### config.mk
export PLATFORM = sky130hd
export DESIGN_NAME = dds_waveform_setup_sequencer
export DESIGN_NICKNAME = d
export VERILOG_FILES = /design/src/rtl/core/dws_pkg.sv /design/src/rtl/core/dws_mult.sv /design/src/rtl/core/dws_div.sv /design/src/rtl/core/dws_seq.sv /design/src/rtl/core/dds_waveform_setup_sequencer.sv
export SDC_FILE = /design/constraint.sdc
export NUM_CORES = 2
export LEC_CHECK = 0
export ABC_AREA = 1
export BUFFER_PORTS_ARGS = -buffer_cell sky130_fd_sc_hd__buf_4
export CELL_PAD_IN_SITES_DETAIL_PLACEMENT = 2
export CELL_PAD_IN_SITES_GLOBAL_PLACEMENT = 2
export CORE_MARGIN = 4
export CORE_UTILIZATION = 46
export DETAILED_ROUTE_END_ITERATION = 8
export PLACE_DENSITY = 0.95
export SETUP_SLACK_MARGIN = 0.05
export SYNTH_ARGS = -nofsm -noshare
export SYNTH_HDL_FRONTEND = slang
export SYNTH_HIERARCHICAL = 1
export SYNTH_SLANG_ARGS = --single-unit
### constraint.sdc
create_clock -name clk -period 26.5 [get_ports clk]
set_input_delay 3.975 -clock clk [delete_from_list [all_inputs] [get_ports clk]]
set_output_delay 3.975 -clock clk [all_outputs]
set_load 0.05 [all_outputs]
### src/rtl/core/dws_pkg.sv
`timescale 1ns / 1ps
// Shared types, widths and command-word constants for the DDS waveform setup sequencer.
// No dependencies; every other file in rtl/core imports this package.
package dws_pkg;

    // Field widths.
    localparam int FREQ_W  = 27;
    localparam int SCALE_W = 28;
    localparam int SEL_W   = 2;
    localparam int MODE_W  = 2;
    localparam int PHASE_W = 12;
    localparam int WORD_W  = 16;
    localparam int TW_W    = 28;
    localparam int HALF_W  = 14;

    // Product and divider geometry. The divisor is 2^7 times the odd factor 78125,
    // so the product is shifted right by seven and multiplied by a 32-bit reciprocal
    // of the odd factor; that estimate of the quotient is low by at most one.
    localparam int PROD_W      = FREQ_W + SCALE_W;
    localparam int DIV_W       = 24;
    localparam int DIV_SHIFT   = 7;
    localparam int X_W         = PROD_W - DIV_SHIFT;
    localparam int XH_W        = X_W / 2;
    localparam int ODD_W       = 17;
    localparam int RECIP_W     = 32;
    localparam int RECIP_SHIFT = 2 * XH_W;
    localparam int PP_W        = XH_W + RECIP_W;
    localparam int QE_W        = PP_W - XH_W;
    localparam int REM_W       = XH_W;

    // Tenths of a hertz per megahertz.
    localparam logic [DIV_W-1:0] DIVISOR = 24'd10_000_000;
    localparam logic [ODD_W-1:0] ODD_DIVISOR = 17'd78_125;
    localparam logic [RECIP_W-1:0] RECIP =
        RECIP_W'((64'd1 << RECIP_SHIFT) / 64'(ODD_DIVISOR));

    localparam logic [SCALE_W-1:0] SCALE_RESET = 28'd10_737_418;

    // Command words and tags.
    localparam logic [WORD_W-1:0] W_RESET     = 16'h0100;
    localparam logic [WORD_W-1:0] W_B28_RESET = 16'h2100;
    localparam logic [WORD_W-1:0] TAG_REG0    = 16'h4000;
    localparam logic [WORD_W-1:0] TAG_REG1    = 16'h8000;
    localparam logic [WORD_W-1:0] TAG_PHASE   = 16'hC000;
    localparam logic [WORD_W-1:0] W_TRIANGLE  = 16'h2002;
    localparam logic [WORD_W-1:0] W_SQUARE    = 16'h2028;
    localparam logic [WORD_W-1:0] W_SINE      = 16'h2000;

    // Register select and wave mode codes.
    localparam logic [SEL_W-1:0]  SEL_REG0      = 2'd0;
    localparam logic [SEL_W-1:0]  SEL_REG1      = 2'd1;
    localparam logic [MODE_W-1:0] MODE_TRIANGLE = 2'd0;
    localparam logic [MODE_W-1:0] MODE_SINE     = 2'd1;
    localparam logic [MODE_W-1:0] MODE_SQUARE   = 2'd2;
    localparam logic [MODE_W-1:0] MODE_NONE     = 2'd3;

    // Request fields that ride along with the tuning word computation.
    typedef struct packed {
        logic [SEL_W-1:0]   sel;
        logic [MODE_W-1:0]  mode;
        logic [PHASE_W-1:0] phase;
    } ctrl_t;

    // Word being presented by the sequencer.
    typedef enum logic [2:0] {
        STEP_RESET,
        STEP_B28,
        STEP_LO,
        STEP_HI,
        STEP_PHASE,
        STEP_WAVE
    } step_t;

    function automatic logic [WORD_W-1:0] wave_word(input logic [MODE_W-1:0] mode);
        logic [WORD_W-1:0] w;
        unique case (mode)
            MODE_TRIANGLE: w = W_TRIANGLE;
            MODE_SINE:     w = W_SINE;
            MODE_SQUARE:   w = W_SQUARE;
            MODE_NONE:     w = W_SINE;
            default:       w = W_SINE;
        endcase
        return w;
    endfunction

endpackage

### src/rtl/core/dws_mult.sv
`timescale 1ns / 1ps
// Input register and frequency-times-scale multiplier, two pipeline stages.
// Depends on dws_pkg.
module dws_mult
    import dws_pkg::*;
(
    input  logic                clk,
    input  logic                rst_n,
    input  logic                en,
    input  logic                in_valid,
    input  logic [FREQ_W-1:0]   in_freq,
    input  ctrl_t               in_ctrl,
    input  logic [SCALE_W-1:0]  scale,
    output logic                prod_valid,
    output logic [PROD_W-1:0]   prod,
    output ctrl_t               prod_ctrl
);

    logic                a_valid_reg;
    logic [FREQ_W-1:0]   a_freq_reg;
    ctrl_t               a_ctrl_reg;
    logic                b_valid_reg;
    logic [PROD_W-1:0]   b_prod_reg;
    ctrl_t               b_ctrl_reg;
    logic [PROD_W-1:0]   b_prod_next;

    assign b_prod_next = PROD_W'(a_freq_reg) * PROD_W'(scale);

    always_ff @(posedge clk or negedge rst_n)
    begin
        if (!rst_n)
        begin
            a_valid_reg <= 1'b0;
            b_valid_reg <= 1'b0;
        end
        else if (en)
        begin
            a_valid_reg <= in_valid;
            b_valid_reg <= a_valid_reg;
        end
    end

    always_ff @(posedge clk)
    begin
        if (en)
        begin
            a_freq_reg <= in_freq;
            a_ctrl_reg <= in_ctrl;
            b_prod_reg <= b_prod_next;
            b_ctrl_reg <= a_ctrl_reg;
        end
    end

    assign prod_valid = b_valid_reg;
    assign prod       = b_prod_reg;
    assign prod_ctrl  = b_ctrl_reg;

endmodule

### src/rtl/core/dws_div.sv
`timescale 1ns / 1ps
// Division of the product by DIVISOR in four pipeline stages: a shift, a reciprocal
// multiplication and one correction step. Depends on dws_pkg.
module dws_div
    import dws_pkg::*;
(
    input  logic                clk,
    input  logic                rst_n,
    input  logic                en,
    input  logic                prod_valid,
    input  logic [PROD_W-1:0]   prod,
    input  ctrl_t               prod_ctrl,
    output logic                tw_valid,
    output logic [TW_W-1:0]     tw,
    output ctrl_t               tw_ctrl
);

    logic [X_W-1:0]    x;
    logic [PP_W-1:0]   s1_pp_lo_next;
    logic [PP_W-1:0]   s1_pp_hi_next;
    logic              s1_valid_reg;
    logic [PP_W-1:0]   s1_pp_lo_reg;
    logic [PP_W-1:0]   s1_pp_hi_reg;
    logic [REM_W-1:0]  s1_xlo_reg;
    ctrl_t             s1_ctrl_reg;

    logic [PP_W-1:0]   s2_sum;
    logic [QE_W-1:0]   s2_qe_next;
    logic              s2_valid_reg;
    logic [QE_W-1:0]   s2_qe_reg;
    logic [REM_W-1:0]  s2_xlo_reg;
    ctrl_t             s2_ctrl_reg;

    logic [REM_W-1:0]  s3_qd_next;
    logic              s3_valid_reg;
    logic [REM_W-1:0]  s3_qd_reg;
    logic [TW_W-1:0]   s3_qe_reg;
    logic [REM_W-1:0]  s3_xlo_reg;
    ctrl_t             s3_ctrl_reg;
    logic [REM_W-1:0]  s3_rem;
    logic              s3_ge;

    logic [TW_W-1:0]   s4_tw_next;
    logic              s4_valid_reg;
    logic [TW_W-1:0]   s4_tw_reg;
    ctrl_t             s4_ctrl_reg;

    // Dividing by 2^7 first leaves a division by the odd factor alone.
    assign x = prod[PROD_W-1:DIV_SHIFT];

    assign s1_pp_lo_next = PP_W'(x[XH_W-1:0]) * PP_W'(RECIP);
    assign s1_pp_hi_next = PP_W'(x[X_W-1:XH_W]) * PP_W'(RECIP);

    // Only the bits of x * RECIP above RECIP_SHIFT are needed for the estimate.
    assign s2_sum     = s1_pp_hi_reg + PP_W'(s1_pp_lo_reg[PP_W-1:XH_W]);
    assign s2_qe_next = s2_sum[PP_W-1:XH_W];

    // The true remainder is below twice the odd factor, so its low bits suffice.
    assign s3_qd_next = s2_qe_reg[REM_W-1:0] * REM_W'(ODD_DIVISOR);
    assign s3_rem     = s3_xlo_reg - s3_qd_reg;
    assign s3_ge      = (s3_rem >= REM_W'(ODD_DIVISOR));
    assign s4_tw_next = s3_qe_reg + TW_W'(s3_ge);

    always_ff @(posedge clk or negedge rst_n)
    begin
        if (!rst_n)
        begin
            s1_valid_reg <= 1'b0;
            s2_valid_reg <= 1'b0;
            s3_valid_reg <= 1'b0;
            s4_valid_reg <= 1'b0;
        end
        else if (en)
        begin
            s1_valid_reg <= prod_valid;
            s2_valid_reg <= s1_valid_reg;
            s3_valid_reg <= s2_valid_reg;
            s4_valid_reg <= s3_valid_reg;
        end
    end

    always_ff @(posedge clk)
    begin
        if (en)
        begin
            s1_pp_lo_reg <= s1_pp_lo_next;
            s1_pp_hi_reg <= s1_pp_hi_next;
            s1_xlo_reg   <= x[REM_W-1:0];
            s1_ctrl_reg  <= prod_ctrl;
            s2_qe_reg    <= s2_qe_next;
            s2_xlo_reg   <= s1_xlo_reg;
            s2_ctrl_reg  <= s1_ctrl_reg;
            s3_qd_reg    <= s3_qd_next;
            s3_qe_reg    <= s2_qe_reg[TW_W-1:0];
            s3_xlo_reg   <= s2_xlo_reg;
            s3_ctrl_reg  <= s2_ctrl_reg;
            s4_tw_reg    <= s4_tw_next;
            s4_ctrl_reg  <= s3_ctrl_reg;
        end
    end

    assign tw_valid = s4_valid_reg;
    assign tw       = s4_tw_reg;
    assign tw_ctrl  = s4_ctrl_reg;

    // The reciprocal estimate is never more than one below the true quotient.
    a_rem_below_twice_divisor: assert property (@(posedge clk) disable iff (!rst_n)
        s3_valid_reg |-> (s3_rem < REM_W'({ODD_DIVISOR, 1'b0})))
        else $error("divider remainder out of range");

    // Valid bits are always known once out of reset.
    a_valid_known: assert property (@(posedge clk) disable iff (!rst_n)
        !$isunknown({s1_valid_reg, s2_valid_reg, s3_valid_reg, s4_valid_reg}))
        else $error("divider valid bit unknown");

endmodule

### src/rtl/core/dws_seq.sv
`timescale 1ns / 1ps
// Command word sequencer: holds one computed request and presents its words
// one per cycle through an output register unless stalled. Depends on dws_pkg.
module dws_seq
    import dws_pkg::*;
(
    input  logic                clk,
    input  logic                rst_n,
    input  logic                tw_valid,
    input  logic [TW_W-1:0]     tw,
    input  ctrl_t               tw_ctrl,
    output logic                take,
    output logic                out_valid,
    input  logic                out_stall,
    output logic [WORD_W-1:0]   control_word,
    output logic                last_word
);

    step_t              step_reg;
    step_t              step_next;
    step_t              step_after;
    logic               busy_reg;
    logic               busy_next;
    logic [TW_W-1:0]    hold_tw_reg;
    ctrl_t              hold_ctrl_reg;
    logic               out_valid_reg;
    logic [WORD_W-1:0]  control_word_reg;
    logic               last_word_reg;

    logic               advance;
    logic               sel_ok;
    logic               mode_ok;
    logic [WORD_W-1:0]  tag;
    logic [WORD_W-1:0]  cur_word;
    logic               cur_last;

    // A word moves into the output register whenever that register is empty or
    // its current word is transferred in this cycle.
    assign advance = busy_reg && (!out_valid_reg || !out_stall);
    assign take    = tw_valid && (!busy_reg || (advance && cur_last));

    always_ff @(posedge clk or negedge rst_n)
    begin
        if (!rst_n)
        begin
            step_reg <= STEP_RESET;
            busy_reg <= 1'b0;
        end
        else
        begin
            step_reg <= step_next;
            busy_reg <= busy_next;
        end
    end

    always_comb
    begin
        sel_ok  = (hold_ctrl_reg.sel == SEL_REG0) || (hold_ctrl_reg.sel == SEL_REG1);
        mode_ok = (hold_ctrl_reg.mode != MODE_NONE);
        tag     = (hold_ctrl_reg.sel == SEL_REG0) ? TAG_REG0 : TAG_REG1;

        unique case (step_reg)
            STEP_RESET:
            begin
                cur_word   = W_RESET;
                cur_last   = 1'b0;
                step_after = STEP_B28;
            end
            STEP_B28:
            begin
                cur_word   = W_B28_RESET;
                cur_last   = !sel_ok && !mode_ok;
                step_after = sel_ok ? STEP_LO : STEP_WAVE;
            end
            STEP_LO:
            begin
                cur_word   = tag | {{(WORD_W-HALF_W){1'b0}}, hold_tw_reg[HALF_W-1:0]};
                cur_last   = 1'b0;
                step_after = STEP_HI;
            end
            STEP_HI:
            begin
                cur_word   = tag | {{(WORD_W-HALF_W){1'b0}}, hold_tw_reg[TW_W-1:HALF_W]};
                cur_last   = 1'b0;
                step_after = STEP_PHASE;
            end
            STEP_PHASE:
            begin
                cur_word   = TAG_PHASE | {{(WORD_W-PHASE_W){1'b0}}, hold_ctrl_reg.phase};
                cur_last   = !mode_ok;
                step_after = STEP_WAVE;
            end
            STEP_WAVE:
            begin
                cur_word   = wave_word(hold_ctrl_reg.mode);
                cur_last   = 1'b1;
                step_after = STEP_RESET;
            end
            default:
            begin
                cur_word   = W_RESET;
                cur_last   = 1'b1;
                step_after = STEP_RESET;
            end
        endcase

        step_next = step_reg;
        busy_next = busy_reg;
        if (take)
        begin
            step_next = STEP_RESET;
            busy_next = 1'b1;
        end
        else if (advance)
        begin
            step_next = step_after;
            busy_next = !cur_last;
        end
    end

    always_ff @(posedge clk)
    begin
        if (take)
        begin
            hold_tw_reg   <= tw;
            hold_ctrl_reg <= tw_ctrl;
        end
        if (advance)
        begin
            control_word_reg <= cur_word;
            last_word_reg    <= cur_last;
        end
    end

    always_ff @(posedge clk or negedge rst_n)
    begin
        if (!rst_n)
        begin
            out_valid_reg <= 1'b0;
        end
        else if (advance)
        begin
            out_valid_reg <= 1'b1;
        end
        else if (!out_stall)
        begin
            out_valid_reg <= 1'b0;
        end
    end

    assign out_valid    = out_valid_reg;
    assign control_word = control_word_reg;
    assign last_word    = last_word_reg;

    // The register words are only reached for a valid select.
    a_reg_words_need_select: assert property (@(posedge clk) disable iff (!rst_n)
        busy_reg && (step_reg == STEP_LO || step_reg == STEP_HI || step_reg == STEP_PHASE)
        |-> (hold_ctrl_reg.sel == SEL_REG0 || hold_ctrl_reg.sel == SEL_REG1))
        else $error("register word issued for an invalid select");

    // The wave word is only reached when a mode word is requested.
    a_wave_needs_mode: assert property (@(posedge clk) disable iff (!rst_n)
        busy_reg && step_reg == STEP_WAVE |-> hold_ctrl_reg.mode != MODE_NONE)
        else $error("wave word issued with no mode");

    // The word after a final word opens a new sequence.
    a_reset_after_last: assert property (@(posedge clk) disable iff (!rst_n)
        out_valid_reg && !out_stall && last_word_reg
        |=> !out_valid_reg || control_word_reg == W_RESET)
        else $error("sequence did not restart with the reset word");

    // Within a sequence the reset word never repeats.
    a_no_reset_midway: assert property (@(posedge clk) disable iff (!rst_n)
        out_valid_reg && !out_stall && !last_word_reg
        |=> !out_valid_reg || control_word_reg != W_RESET)
        else $error("reset word inside a sequence");

endmodule

### src/rtl/core/dds_waveform_setup_sequencer.sv
`timescale 1ns / 1ps
// Top level of the DDS waveform setup sequencer: scale register, multiplier,
// divider pipeline and word sequencer. Depends on dws_pkg, dws_mult, dws_div, dws_seq.
//
// Usage:
//   The input channel takes one request per transfer (freq_decihz, freq_reg_select,
//   wave_mode, phase) on in_valid / in_stall. The output channel delivers the
//   request's command words one per transfer on out_valid / out_stall; last_word
//   marks the final word of each request (two to six words per request).
//   The tuning scale is written through cfg_we / cfg_wdata; the user must write it
//   only while the block is idle, as the block itself does not enforce this.
//   The first word of a request passes two multiplier stages, four divider stages,
//   one hold stage and the output register. Throughput: one word per cycle while
//   out_stall is low; a request occupies the sequencer until its last word enters
//   the output register, and the pipeline accepts a new request in any cycle in
//   which the sequencer is free to take the oldest one. The multiplier and divider
//   hold up to six requests in flight and the sequencer one more.
//   Reset clears all valid bits and the sequencer, and loads the scale register
//   with its default of 10737418. When the receiver stalls, the output word holds,
//   and once the sequencer's hold stage is full the whole pipeline stalls and
//   in_stall rises; nothing is lost or repeated.
module dds_waveform_setup_sequencer
    import dws_pkg::*;
(
    input  logic                clk,
    input  logic                rst_n,
    input  logic                cfg_we,
    input  logic [SCALE_W-1:0]  cfg_wdata,
    input  logic                in_valid,
    output logic                in_stall,
    input  logic [FREQ_W-1:0]   freq_decihz,
    input  logic [SEL_W-1:0]    freq_reg_select,
    input  logic [MODE_W-1:0]   wave_mode,
    input  logic [PHASE_W-1:0]  phase,
    output logic                out_valid,
    input  logic                out_stall,
    output logic [WORD_W-1:0]   control_word,
    output logic                last_word
);

    logic [SCALE_W-1:0]  scale_reg;
    ctrl_t               in_ctrl;
    logic                pipe_en;
    logic                prod_valid;
    logic [PROD_W-1:0]   prod;
    ctrl_t               prod_ctrl;
    logic                tw_valid;
    logic [TW_W-1:0]     tw;
    ctrl_t               tw_ctrl;
    logic                take;

    always_ff @(posedge clk or negedge rst_n)
    begin
        if (!rst_n)
        begin
            scale_reg <= SCALE_RESET;
        end
        else if (cfg_we)
        begin
            scale_reg <= cfg_wdata;
        end
    end

    assign in_ctrl.sel   = freq_reg_select;
    assign in_ctrl.mode  = wave_mode;
    assign in_ctrl.phase = phase;

    // The pipeline moves as one; it halts only while a finished request waits
    // at the divider output for the sequencer.
    assign pipe_en  = !tw_valid || take;
    assign in_stall = !pipe_en;

    dws_mult u_mult (
        .clk        (clk),
        .rst_n      (rst_n),
        .en         (pipe_en),
        .in_valid   (in_valid),
        .in_freq    (freq_decihz),
        .in_ctrl    (in_ctrl),
        .scale      (scale_reg),
        .prod_valid (prod_valid),
        .prod       (prod),
        .prod_ctrl  (prod_ctrl)
    );

    dws_div u_div (
        .clk        (clk),
        .rst_n      (rst_n),
        .en         (pipe_en),
        .prod_valid (prod_valid),
        .prod       (prod),
        .prod_ctrl  (prod_ctrl),
        .tw_valid   (tw_valid),
        .tw         (tw),
        .tw_ctrl    (tw_ctrl)
    );

    dws_seq u_seq (
        .clk          (clk),
        .rst_n        (rst_n),
        .tw_valid     (tw_valid),
        .tw           (tw),
        .tw_ctrl      (tw_ctrl),
        .take         (take),
        .out_valid    (out_valid),
        .out_stall    (out_stall),
        .control_word (control_word),
        .last_word    (last_word)
    );

endmodule
==> metrics.cfg, run 1 <==
[outcome]
outcome=did not finish
haltStage=global routing
error_line=[ERROR GRT-0232] Routing congestion too high. Check the congestion heatmap in the GUI.

[placed_design]
place_area_sq_um=83500
pre_cts_ws_ps=17030
io_buffers=94
dp_hpwl_um=321000
routabilityCongestion=0.969

[die]
fp.dieH_um=426
die_x_um=426
row_count=153
start_util_pct=46.2
ios=95

[yosys]
avgSynthCellArea_sq_um=8.91
synth_cells=9000
synth_nets=11305
synth_warnings=6
syn_area_sq_um=80200

[clock_network]
cts_buffers=69
cts_max_level=3
ctsLongestPathBuffers=3
cts_root_buf=clkbuf_16
cts_resized=0
cts_hold_buf=0
cts_setup_buffers=0

[grt]
grtUsageTotal_pct=58.3
gr-total-overflow=5
antenna_found_initial=70
grt_max_degree=182

-- per-layer routing --
metal	GRT overflow	track usage, %
met1	0	52.4
met4	5	62.3
met3	0	37.0
met5	0	17.7
met2	0	83.5
-- per-stage QoR --
| step | util, % | cells |
|---|---|---|
| 2_1_floorplan | - | 9000 |
| 3_3_place_gp | 48.1 | 11290 |
| 3_5_place_dp | 48.1 | 11290 |
| 4_1_cts | 49.4 | 11417 |
==> inputs of run 2 (changes only) <==
CELL_PAD_IN_SITES_DETAIL_PLACEMENT = unset   (was 2)
CELL_PAD_IN_SITES_GLOBAL_PLACEMENT = unset   (was 2)
CORE_UTILIZATION = 35   (was 46)
PLACE_DENSITY = unset   (was 0.95)
PLACE_DENSITY_LB_ADDON = 0.15   (was unset)
SETUP_SLACK_MARGIN = unset   (was 0.05)
==> run 2 against run 1 <==
The flow now finishes without violations. Synthesized cell count unchanged. Area after synthesis unchanged.
==> metrics.cfg, run 2 <==
[timing]
rsz0062_at_grt=false
finalCriticalPeriod_ps=10000
setup_tns_ps=0
fin_crit_sh_pct=37.7
fmax_ghz=0.100
hold_viol=0
clock_skew_ps=25.5
slew_headroom_pct=25.3
hold_slack_ps=416
worstMarginPinSlew_ps=1120
fin_ws_ps=16500
finalMaxSlewViolations=0
setup_viol=0

[grt]
grt_pass1_vias=61487
gr-total-overflow=0
grt_max_degree=160
antenna_found_initial=2
grt_first_pass_wirelength_um=364000
grtUsageTotal_pct=20.0

[critical_path]
max_stage_delay_ps=590
critical_path.cell_chain=buf_4 -> a21oi_4 -> nand2_2 -> a21oi_4 -> buf_4 -> nor2_1 -> buf_4
reg2reg_depth=19
cp.arrival_ps=6030
worstPathMaxFanout=45
critical_path_buf_inv_count=3
critical_path.top_delay_family=buffers and inverters
reg2reg_to=u_div/s1_pp_lo_reg[54]$_DFFE_PP_
reg2reg_from=u_mult/prod[25]$_DFFE_PP_
required_ps=22520
r2r_slack_ps=19250
critPathCaptureType=output pin
cp_slowest_cell=a21oi_4
cp-start-kind=input port
path_common_cell=buf_4
criticalPathCategory=in2out

[clock_network]
cts_num_sinks=533
cts_buffers=60  ; -13%
cts_hold_buf=0  ; unchanged
ctsLongestPathBuffers=3  ; unchanged
clk_pin_slew_ps=60
cts_resized=0  ; unchanged
cts_root_buf=clkbuf_16
cts_setup_buffers=0  ; unchanged
cts_max_level=2  ; -1
clk-insertion-delay-late_ps=700
cts_tree=yes

[drt]
vias=56342
vias_per_cell=4.66
drc=0
first_iter_violations=2948
wire_per_inst_um=19.1
first_pass_iters=5
routed_wirelength_um=231000
ant_nets=0

[placed_design]
io_buffers=94  ; unchanged
dp_hpwl_um=196000  ; -39%
routabilityCongestion=0.923  ; -4.7%
pre_cts_ws_ps=16430  ; -598 ps

[yosys]
synth_nets=11305  ; unchanged
avgSynthCellArea_sq_um=8.91  ; unchanged
synth_cells=9000  ; unchanged
syn_area_sq_um=80200  ; unchanged
synth_warnings=6  ; unchanged

[die]
die_area_sq_um=237000
core_sq_um=228000
start_util_pct=35.2  ; -11 points
row_count=175  ; +14%
die_x_um=487  ; +14%
fp.dieH_um=487  ; +14%
ios=95  ; unchanged

[min_path]
hold_start=u_div/s1_xlo_reg[7]$_DFFE_PP_
hold_path_end=u_div/s2_xlo_reg[7]$_DFFE_PP_
min_path_cells=0
hold_class=reg2reg

[finish]
finish.utilization_pct=38.0
nNetsFinal=11342
syn_to_final_growth_pct=7.82
final_cell_mix=2582 x inv_1, 1890 x nand2_1, 1336 x fa_1
n_fill_cell=23287
drive_above_1_share_pct=4.17
largest_register_ffs=52
layout_commonest_cell=inv_1

[outcome]
outcome=completed

[job]
drv_cap=0

[run 2: cell type report]
cell class,count,area (sq um),area share [%]
antenna,1,2.50,0.00289
clock buffer,70,1540,1.78
clock inverter,44,515,0.596
inverter,2596,9750,11.3
multi-input combinational,5696,54000,62.4
sequential,533,15800,18.3
tap,3009,3760,4.35
timing repair buffer,150,1140,1.32
[run 2: how the worst max path moves through the flow]
| stage | start | to | slack (ps) | depth (start not counted) |
|---|---|---|---|---|
| after floorplan | out_stall | u_div/s1_valid_reg$_DFFE_PN0P_ | 8880 | 6 |
| after global placement | out_stall | in_stall | 16480 | 7 |
| after detailed placement | out_stall | in_stall | 16430 | 7 |
| after CTS | out_stall | in_stall | 16440 | 7 |
| after global routing | out_stall | in_stall | 16310 | 7 |
| final | out_stall | in_stall | 16500 | 7 |
[run 2: metal layers]
metal	share of wire, %	wire [um]	global-route usage (%)
met5	0	0	0
met2	49	114000	35.0
met4	2.4	5540	4.32
met3	3.6	8330	2.01
met1	45	104000	26.7
[run 2: stage by stage]
step | cell area, sq um | instances
3_3_place_gp | 84400 | 11984
4_1_cts | 86500 | 12098
2_1_floorplan | 80200 | 9000
5_1_grt | 86500 | 12098
6_report | 86500 | 12099
3_5_place_dp | 84400 | 11984
Power of run 2 is left out: the tool's default activity adds up to more than one toggle a clock period on the data nets, which glitch-free logic cannot reach.
